===== config.mk =====
export PLATFORM = sky130hd
export DESIGN_NAME = three_channel_sliding_median_flat
export DESIGN_NICKNAME = d
export VERILOG_FILES = /design/src/hw/rtl/tcsm_pkg.sv /design/src/hw/rtl/tcsm_in_if.sv /design/src/hw/rtl/tcsm_out_if.sv /design/src/hw/rtl/tcsm_cfg_regs.sv /design/src/hw/rtl/tcsm_input_stage.sv /design/src/hw/rtl/tcsm_rank_select.sv /design/src/hw/rtl/tcsm_window_core.sv /design/src/hw/rtl/three_channel_sliding_median.sv /design/src/flat_wrapper.sv
export SDC_FILE = /design/constraint.sdc
export NUM_CORES = 1
export LEC_CHECK = 0
export BUFFER_PORTS_ARGS = -buffer_cell sky130_fd_sc_hd__clkbuf_2
export CAP_MARGIN = 15
export CORE_MARGIN = 2
export CORE_UTILIZATION = 57
export CTS_CLUSTER_DIAMETER = 50
export DETAILED_ROUTE_END_ITERATION = 16
export PLACE_DENSITY = 0.79
export SYNTH_ARGS = -nofsm -noshare
export SYNTH_HDL_FRONTEND = slang
export SYNTH_SLANG_ARGS = --single-unit

===== constraint.sdc =====
create_clock -name clk -period 5.1 [get_ports clk]
set_clock_uncertainty 0.05 [all_clocks]
set_input_delay 0.255 -clock clk [delete_from_list [all_inputs] [get_ports clk]]
set_output_delay 0.255 -clock clk [all_outputs]
set_load 0.02 [all_outputs]

===== src/hw/rtl/tcsm_pkg.sv =====
// shared constants, types and helper functions of the three-channel sliding median
`timescale 1ns / 1ps
`default_nettype none

package tcsm_pkg;

  localparam int WINDOW   = 5;
  localparam int NCHAN    = 3;
  localparam int RAW_W    = 16;
  localparam int SAMPLE_W = 11;
  localparam int RANK_W   = 3;
  localparam int IDX_W    = $clog2(WINDOW);

  localparam int APB_ADDR_W = 3;
  localparam int APB_DATA_W = 32;

  localparam logic [RANK_W-1:0]   RANK_RESET  = 3'd2;
  localparam logic [SAMPLE_W-1:0] LIMIT_RESET = 11'd1600;

  // register index, taken from byte address bit 2
  localparam logic REG_SELECT_RANK = 1'b0;
  localparam logic REG_CLAMP_LIMIT = 1'b1;

  typedef struct packed {
    logic [RANK_W-1:0]   select_rank;
    logic [SAMPLE_W-1:0] clamp_limit;
  } cfg_t;

  typedef logic [NCHAN-1:0][SAMPLE_W-1:0]  sample_vec_t;
  typedef logic [WINDOW-1:0][SAMPLE_W-1:0] window_t;

  typedef struct packed {
    logic        valid;
    sample_vec_t sample;
  } stage_t;

  // negative samples go to zero, large ones to the limit
  function automatic logic [SAMPLE_W-1:0] clamp_sample(input logic [RAW_W-1:0] raw,
                                                       input logic [SAMPLE_W-1:0] limit);
    logic [SAMPLE_W-1:0] res;
    if (raw[RAW_W-1]) begin
      res = '0;
    end else if (raw[RAW_W-2:0] > (RAW_W-1)'(limit)) begin
      res = limit;
    end else begin
      res = raw[SAMPLE_W-1:0];
    end
    return res;
  endfunction

  // ranks at or above the window length pick the largest entry
  function automatic logic [IDX_W-1:0] sat_rank(input logic [RANK_W-1:0] rank);
    int unsigned r;
    r = 32'(rank);
    if (r >= WINDOW) begin
      r = WINDOW - 1;
    end
    return IDX_W'(r);
  endfunction

endpackage

`default_nettype wire


===== src/hw/rtl/tcsm_in_if.sv =====
// input channel: three raw distance samples per transaction
`timescale 1ns / 1ps
`default_nettype none

interface tcsm_in_if import tcsm_pkg::*; ();
  logic                    valid;
  logic                    ready;
  logic signed [RAW_W-1:0] distance_ch1;
  logic signed [RAW_W-1:0] distance_ch2;
  logic signed [RAW_W-1:0] distance_ch3;

  modport source (output valid, output distance_ch1, output distance_ch2,
                  output distance_ch3, input ready);
  modport sink   (input valid, input distance_ch1, input distance_ch2,
                  input distance_ch3, output ready);
endinterface

`default_nettype wire


===== src/hw/rtl/tcsm_out_if.sv =====
// output channel: three filtered distances per transaction
`timescale 1ns / 1ps
`default_nettype none

interface tcsm_out_if import tcsm_pkg::*; ();
  logic                valid;
  logic                ready;
  logic [SAMPLE_W-1:0] filtered_ch1;
  logic [SAMPLE_W-1:0] filtered_ch2;
  logic [SAMPLE_W-1:0] filtered_ch3;

  modport source (output valid, output filtered_ch1, output filtered_ch2,
                  output filtered_ch3, input ready);
  modport sink   (input valid, input filtered_ch1, input filtered_ch2,
                  input filtered_ch3, output ready);
endinterface

`default_nettype wire


===== src/hw/rtl/tcsm_cfg_regs.sv =====
// apb configuration registers: select rank and clamp limit
`timescale 1ns / 1ps
`default_nettype none

module tcsm_cfg_regs import tcsm_pkg::*; (
  input  wire logic                  clk,
  input  wire logic                  rst,
  input  wire logic                  psel,
  input  wire logic                  penable,
  input  wire logic                  pwrite,
  input  wire logic [APB_ADDR_W-1:0] paddr,
  input  wire logic [APB_DATA_W-1:0] pwdata,
  output logic      [APB_DATA_W-1:0] prdata,
  output logic                       pready,
  output cfg_t                       cfg
);

  logic wr_en;

  assign pready = 1'b1;
  assign wr_en  = psel && penable && pwrite && pready;

  always_ff @(posedge clk) begin
    if (rst) begin
      cfg.select_rank <= RANK_RESET;
      cfg.clamp_limit <= LIMIT_RESET;
    end else if (wr_en) begin
      case (paddr[2])
        REG_SELECT_RANK: cfg.select_rank <= pwdata[RANK_W-1:0];
        REG_CLAMP_LIMIT: cfg.clamp_limit <= pwdata[SAMPLE_W-1:0];
        default: ;
      endcase
    end
  end

  always_comb begin
    case (paddr[2])
      REG_SELECT_RANK: prdata = APB_DATA_W'(cfg.select_rank);
      REG_CLAMP_LIMIT: prdata = APB_DATA_W'(cfg.clamp_limit);
      default:         prdata = '0;
    endcase
  end

endmodule

`default_nettype wire


===== src/hw/rtl/tcsm_input_stage.sv =====
// input register: clamps the three samples as the transaction is taken
`timescale 1ns / 1ps
`default_nettype none

module tcsm_input_stage import tcsm_pkg::*; (
  input  wire logic        clk,
  input  wire logic        rst,
  tcsm_in_if.sink          in_ch,
  input  wire logic [SAMPLE_W-1:0] clamp_limit,
  input  wire logic        take,
  output stage_t           stage
);

  logic accept;

  assign in_ch.ready = !stage.valid || take;
  assign accept      = in_ch.valid && in_ch.ready;

  always_ff @(posedge clk) begin
    if (rst) begin
      stage.valid <= 1'b0;
    end else if (accept) begin
      stage.valid <= 1'b1;
    end else if (take) begin
      stage.valid <= 1'b0;
    end
  end

  always_ff @(posedge clk) begin
    if (accept) begin
      stage.sample[0] <= clamp_sample(in_ch.distance_ch1, clamp_limit);
      stage.sample[1] <= clamp_sample(in_ch.distance_ch2, clamp_limit);
      stage.sample[2] <= clamp_sample(in_ch.distance_ch3, clamp_limit);
    end
  end

endmodule

`default_nettype wire


===== src/hw/rtl/tcsm_rank_select.sv =====
// picks the entry of one window at a given rank of its ascending order
`timescale 1ns / 1ps
`default_nettype none

module tcsm_rank_select import tcsm_pkg::*; (
  input  wire window_t              win,
  input  wire logic [IDX_W-1:0]     rank,
  output logic      [SAMPLE_W-1:0]  value
);

  // each entry's place in a stable sort: smaller entries, plus equal ones before it
  always_comb begin
    logic [WINDOW-1:0] before_vec;
    logic [IDX_W-1:0]  pos;
    value = '0;
    for (int i = 0; i < WINDOW; i++) begin
      for (int j = 0; j < WINDOW; j++) begin
        before_vec[j] = (win[j] < win[i]) || ((win[j] == win[i]) && (j < i));
      end
      pos = IDX_W'($countones(before_vec));
      if (pos == rank) begin
        value = value | win[i];
      end
    end
  end

endmodule

`default_nettype wire


===== src/hw/rtl/tcsm_window_core.sv =====
// per-channel circular windows, shared write pointer and result register
`timescale 1ns / 1ps
`default_nettype none

module tcsm_window_core import tcsm_pkg::*; (
  input  wire logic clk,
  input  wire logic rst,
  input  wire stage_t stage,
  input  wire logic [RANK_W-1:0] select_rank,
  output logic      take,
  tcsm_out_if.source out_ch
);

  window_t             win      [NCHAN];
  window_t             win_next [NCHAN];
  logic [IDX_W-1:0]    wr_pos;
  logic [IDX_W-1:0]    wr_pos_next;
  logic [IDX_W-1:0]    rank_eff;
  sample_vec_t         result;
  logic                out_valid;
  logic [SAMPLE_W-1:0] out_data [NCHAN];

  assign take     = stage.valid && (!out_valid || out_ch.ready);
  assign rank_eff = sat_rank(select_rank);

  assign wr_pos_next = (32'(wr_pos) >= WINDOW - 1) ? '0 : wr_pos + IDX_W'(1);

  // ranking sees the window with the new sample already in place
  always_comb begin
    for (int c = 0; c < NCHAN; c++) begin
      win_next[c] = win[c];
      win_next[c][wr_pos] = stage.sample[c];
    end
  end

  for (genvar c = 0; c < NCHAN; c++) begin : g_chan
    tcsm_rank_select u_rank (
      .win   (win_next[c]),
      .rank  (rank_eff),
      .value (result[c])
    );
  end

  always_ff @(posedge clk) begin
    if (rst) begin
      wr_pos <= '0;
      for (int c = 0; c < NCHAN; c++) begin
        win[c] <= '0;
      end
    end else if (take) begin
      wr_pos <= wr_pos_next;
      for (int c = 0; c < NCHAN; c++) begin
        win[c] <= win_next[c];
      end
    end
  end

  always_ff @(posedge clk) begin
    if (rst) begin
      out_valid <= 1'b0;
    end else if (take) begin
      out_valid <= 1'b1;
    end else if (out_ch.ready) begin
      out_valid <= 1'b0;
    end
  end

  always_ff @(posedge clk) begin
    if (take) begin
      for (int c = 0; c < NCHAN; c++) begin
        out_data[c] <= result[c];
      end
    end
  end

  assign out_ch.valid        = out_valid;
  assign out_ch.filtered_ch1 = out_data[0];
  assign out_ch.filtered_ch2 = out_data[1];
  assign out_ch.filtered_ch3 = out_data[2];

endmodule

`default_nettype wire


===== src/hw/rtl/three_channel_sliding_median.sv =====
// top level of the three-channel sliding rank filter
//
//   channel   role     contents per transaction
//   in_ch     sink     distance_ch1..3, signed q11.4 cm, 16 bits each
//   out_ch    source   filtered_ch1..3, unsigned q7.4 cm, 11 bits each
//   apb       slave    select_rank at 0x0, clamp_limit at 0x4
//
// one transaction per cycle sustained while out_ch is not stalled; an input is
// clamped into the input register as it is taken, then passes the window write
// and rank compare network into the result register
// synchronous reset clears windows, write pointer and valid flags and loads the config defaults
// a stalled result holds, and the input register keeps taking while it moves
`timescale 1ns / 1ps
`default_nettype none

module three_channel_sliding_median import tcsm_pkg::*; (
  input  wire logic                  clk,
  input  wire logic                  rst,
  tcsm_in_if.sink                    in_ch,
  tcsm_out_if.source                 out_ch,
  input  wire logic                  psel,
  input  wire logic                  penable,
  input  wire logic                  pwrite,
  input  wire logic [APB_ADDR_W-1:0] paddr,
  input  wire logic [APB_DATA_W-1:0] pwdata,
  output logic      [APB_DATA_W-1:0] prdata,
  output logic                       pready
);

  cfg_t   cfg;
  stage_t stage;
  logic   take;

  tcsm_cfg_regs u_cfg (
    .clk     (clk),
    .rst     (rst),
    .psel    (psel),
    .penable (penable),
    .pwrite  (pwrite),
    .paddr   (paddr),
    .pwdata  (pwdata),
    .prdata  (prdata),
    .pready  (pready),
    .cfg     (cfg)
  );

  tcsm_input_stage u_input (
    .clk         (clk),
    .rst         (rst),
    .in_ch       (in_ch),
    .clamp_limit (cfg.clamp_limit),
    .take        (take),
    .stage       (stage)
  );

  tcsm_window_core u_core (
    .clk         (clk),
    .rst         (rst),
    .stage       (stage),
    .select_rank (cfg.select_rank),
    .take        (take),
    .out_ch      (out_ch)
  );

endmodule

`default_nettype wire


===== src/flat_wrapper.sv =====
// flat-port wrapper written by rule: the top's interface ports become plain ports
module three_channel_sliding_median_flat import tcsm_pkg::*;
  (clk, rst, psel, penable, pwrite, paddr, pwdata, prdata, pready, in_ch_valid, in_ch_distance_ch1, in_ch_distance_ch2, in_ch_distance_ch3, in_ch_ready, out_ch_valid, out_ch_filtered_ch1, out_ch_filtered_ch2, out_ch_filtered_ch3, out_ch_ready);
  tcsm_in_if in_ch_i ();
  tcsm_out_if out_ch_i ();
  input  wire logic clk;
  input  wire logic rst;
  input  wire logic psel;
  input  wire logic penable;
  input  wire logic pwrite;
  input  wire logic [APB_ADDR_W-1:0] paddr;
  input  wire logic [APB_DATA_W-1:0] pwdata;
  output logic      [APB_DATA_W-1:0] prdata;
  output logic pready;
  input wire logic [$bits(in_ch_i.valid)-1:0] in_ch_valid;
  input wire logic [$bits(in_ch_i.distance_ch1)-1:0] in_ch_distance_ch1;
  input wire logic [$bits(in_ch_i.distance_ch2)-1:0] in_ch_distance_ch2;
  input wire logic [$bits(in_ch_i.distance_ch3)-1:0] in_ch_distance_ch3;
  output wire logic [$bits(in_ch_i.ready)-1:0] in_ch_ready;
  output wire logic [$bits(out_ch_i.valid)-1:0] out_ch_valid;
  output wire logic [$bits(out_ch_i.filtered_ch1)-1:0] out_ch_filtered_ch1;
  output wire logic [$bits(out_ch_i.filtered_ch2)-1:0] out_ch_filtered_ch2;
  output wire logic [$bits(out_ch_i.filtered_ch3)-1:0] out_ch_filtered_ch3;
  input wire logic [$bits(out_ch_i.ready)-1:0] out_ch_ready;
  assign in_ch_i.valid = in_ch_valid;
  assign in_ch_i.distance_ch1 = in_ch_distance_ch1;
  assign in_ch_i.distance_ch2 = in_ch_distance_ch2;
  assign in_ch_i.distance_ch3 = in_ch_distance_ch3;
  assign in_ch_ready = in_ch_i.ready;
  assign out_ch_valid = out_ch_i.valid;
  assign out_ch_filtered_ch1 = out_ch_i.filtered_ch1;
  assign out_ch_filtered_ch2 = out_ch_i.filtered_ch2;
  assign out_ch_filtered_ch3 = out_ch_i.filtered_ch3;
  assign out_ch_i.ready = out_ch_ready;
  three_channel_sliding_median u_core (.clk(clk), .rst(rst), .in_ch(in_ch_i), .out_ch(out_ch_i), .psel(psel), .penable(penable), .pwrite(pwrite), .paddr(paddr), .pwdata(pwdata), .prdata(prdata), .pready(pready));
endmodule

==> impl_results.md <==
* Total track usage at 35.5%
* Combinational family with the most area after synthesis: adder cells
* # clock sinks at 250
* Simple-gate share of the synthesized area at 13.5%
* Count of antenna-violating nets left after detailed routing at 0
* Core Footprint at 39700 um2
* Proportion of power drawn by flip-flops and latches at 26.0%
* Register-to-register setup slack at -70 ps
* Count of input and output buffers at between 100 and 150
* Wire length per cell after detailed routing at 24.1 um
* I/O pin count at 158
* Arr. time, crit path at 5410 ps
* Leak pwr at 13.2 nW
* Kind of start point of the critical path: flip-flop
* Fraction of power consumed by the clock network at between 20% and 30%
* Vias at 21131
* Clock-pin slew on the worst setup and hold paths at around 60 ps
* Number of cells produced by synthesis at 2353
* Final number of max-transition violations at 0
* Height of the chip at approximately 200 um
* Filler cell count at between 2000 and 3000
* Most used flip-flop cell after synthesis: edfxtp_1
* Number of failing hold endpoints at the final stage at 0
* Sequential fraction of the synthesis area at 31.9%
* Worst Setup End Kind: flip-flop
* Least setup slack across all paths after layout at -70.4 ps
* Synthesized-area fraction occupied by ao, oa, aoi and oai cells at 15.4%
* Hold path startpoint: in_ch_distance_ch1[10]
* Largest fanout on the critical path at 6
* H-tree level count at 2
* Flop and latch count out of synthesis at 250
* Mux contribution to synthesized area at 9.52%
* TritonCTS clock tree: done
* Largest net degree at the start of global routing at 100
* Yosys warning total at 0
* Average cell area after synthesis at 9.75 um2
* Routed Wire Length at a little over 80 mm
* Power Density at 342 nW/um2
* Effective utilization at floorplan at between 50% and 60%
* Clk Latency, worst-skew pair at ~570 ps
* Critical Path Start: u_core.u_core.wr_pos[2]$_SDFFE_PP0P_
* Maximum operating frequency at 193 MHz
* Last weighted congestion value of the routability-driven placer at 0.981
* Cells taking the most area after synthesis: edfxtp_1 30%, ha_1 20%, mux2i_1 7.2%
* Start-to-end type of the worst setup path: reg2reg
* Pre-Repair DR Iteration Count at 6
* CTS Root Buffer Type: clkbuf_16
* Ratio of cells with drive above 1 in the final layout at between 20% and 30%
* Number of remaining DRC errors at 0
* Remaining Overflow, GRT at 0
* Crit share post-route at 101%
* Result of the run: finished with violations
* Total net switching power at 3.89 mW
* Yosys top cell by area: edfxtp_1
* First-pass GRT wire length at 114 mm
* Commonest cells in the synthesized netlist: 365 x ha_1, 289 x nor2_1, 231 x edfxtp_1
* Worst-margin pin slew at 1220 ps
* Number of nets at the end of the flow at 3251
* Number of global-route vias before repair at roughly 20000
* Count of different cell masters after synthesis at 85
* Die footprint at 41900 um2
* Combinational power share at 46.3%
* Site Rows at 73
* Number of antenna violations at the first check in global routing at 0
* Layout Area Growth over Synthesis at 29.0%
* Netlist area before placement at 22900 um2
* Total Neg Setup Slack at -225 ps
* Final HPWL DP at between 50 and 60 mm
* Internal power contribution at 6.24 mW
* Post-route cell area at 29600 um2
* Violations in the final reports: negative setup slack
* Design Power at between 10 and 15 mW
* Initial drt markers at 2173
* Final-report setup violation count at 10
* Share of the synthesized netlist area taken by xor and xnor gates at under 10%
* Area share of the largest cell type after synthesis at 30.2%
* Number of buffers between clock root and the deepest sink at 3
* Max-cap violations at 0
* Worst slack at placement at -96.5 ps
* Number of vias per cell at 6.33
* Worst-case headroom to the max-slew limit at between 10% and 20%
* Data required time of the critical path at 5340 ps
* Ys async rst share at 0%
* Inserted Clock Buffers at 40
* Diode count at 0
* Setup repair after global routing missed its margin: true
* Die W at just over 200 um
* Synth Area in Adders at between 20% and 30%
* Hold Path Class: in2reg
* Proportion of total power due to net switching at 38.4%
* Most frequently used cell type in the post-synthesis netlist: ha_1
* Number of enable flip-flop cells after synthesis at about 230
* Critical R2R Launch: u_core.u_core.wr_pos[2]$_SDFFE_PP0P_
* Post-route minimum period at between 5000 and 6000 ps
* Placement Cell Area at 25900 um2
* Peak ir drop on the vdd network at 0.000259 V
## layer usage
layer | share of wire [%] | vias up | track usage (%)
li1 | - | 9579 | -
met1 | 40 | 10155 | 47.1
met2 | 45 | 1148 | 56.5
met3 | 9.5 | 249 | 6.82
met4 | 5.1 | 0 | 15.4
met5 | 0 | - | 0
## power groups by stage
stage	logic [mW]	clock network, mW	registers (mW)
after detailed placement	3.73	0	2.65
after floorplan	2.29	0	2.69
after CTS	3.79	2.81	2.61
after global placement	3.62	0	2.65
after global routing	4.99	2.90	2.65
final	4.69	2.80	2.63
## final cells by class
| type | instances | area (um2) | area share (%) |
|---|---|---|---|
| Multi-Input combinational cell | 1804 | 15800 | 53.3 |
| Sequential cell | 250 | 7330 | 24.8 |
| Timing Repair Buffer | 483 | 3730 | 12.6 |
| Clock buffer | 43 | 1030 | 3.49 |
| Inverter | 202 | 763 | 2.58 |
| Tap cell | 525 | 657 | 2.22 |
| Clock inverter | 31 | 303 | 1.02 |
## kinds of logic after synthesis
kind of cell | after synthesis
xor gates and xnor gates | 55
AOI/OAI and AO/OA | 508
DFF | 250
adders and majority gates | 388
other | 2
muxes | 198
and+or+nand+nor | 633
buffers and inverters | 319
## cell usage in the layout, fill, tap and decap left out, types with 37 or more instances in the layout
master | Yosys | routed
a21o_1 | 46 | 46
a21oi_1 | 92 | 79
buf_4 | 29 | 306
clkbuf_16 | 0 | 43
clkbuf_2 | 0 | 112
edfxtp_1 | 231 | 231
ha_1 | 365 | 333
inv_1 | 199 | 167
mux2i_1 | 164 | 109
mux2i_4 | 12 | 41
nand2_1 | 60 | 58
nand2b_1 | 65 | 64
nand4_1 | 49 | 49
nor2_1 | 289 | 280
nor2b_1 | 40 | 37
o21a_1 | 61 | 61
o21ai_0 | 84 | 65
o22ai_1 | 48 | 39
## flip-flops by register name, summed over array words and instances (netlist names)
name,cells
u_core.u_cfg.cfg,14
u_core.u_core.out_ch.valid,1
u_core.u_core.out_data,33
u_core.u_core.win,165
u_core.u_core.wr_pos,3
u_core.u_input.stage,34
## per-stage QoR
step / instances / hold WS [ps] / utilization (%)
after global routing: 3338 / 49.8 / 74.4
after detailed placement: 3185 / 418 / 65.2
after floorplan: 2373 / 322 / -
after CTS: 3272 / 4.79 / 69.1
final: 3338 / 28.2 / 74.4
after global placement: 3185 / 411 / 65.2
## final timing paths
check,cells past startpoint,endpoint
hold / removal,3,u_core.u_input.stage[10]$_SDFFCE_PP0P_
setup reg to reg,24,u_core.u_core.out_data[0][24]$_DFFE_PP_
setup / recovery,24,u_core.u_core.out_data[0][24]$_DFFE_PP_
hold reg to reg,1,u_core.u_cfg.cfg[12]$_SDFFE_PP1P_
## worst max-delay path, cell delays in order, from the launching register on
cell	delay, ps
dfxtp_4	390
nand3b_1	140
buf_6	150
buf_6	120
clkbuf_16	200
mux2i_4	270
inv_2	80
ha_4	270
and4_4	230
nand2_2	80
a31o_2	210
a221o_1	270
o211a_1	270
ha_1	290
inv_1	50
fa_2	380
inv_2	70
ha_4	190
xor2_1	200
nor4_2	80
a41oi_2	340
buf_6	210
nor2_1	60
nor2_1	130
o221ai_1	150
## repair_timing
action                                  in CTS  in global routing
cloned                                       0                 10
hold endpoints to repair                    15                  0
pin swaps                                    1                 65
endpoints found under the setup margin      25                 33
setup buffers                                1                 55
resized for setup                           19                334
hold buffers                                12                  0
(Power assumes the default switching activity.)
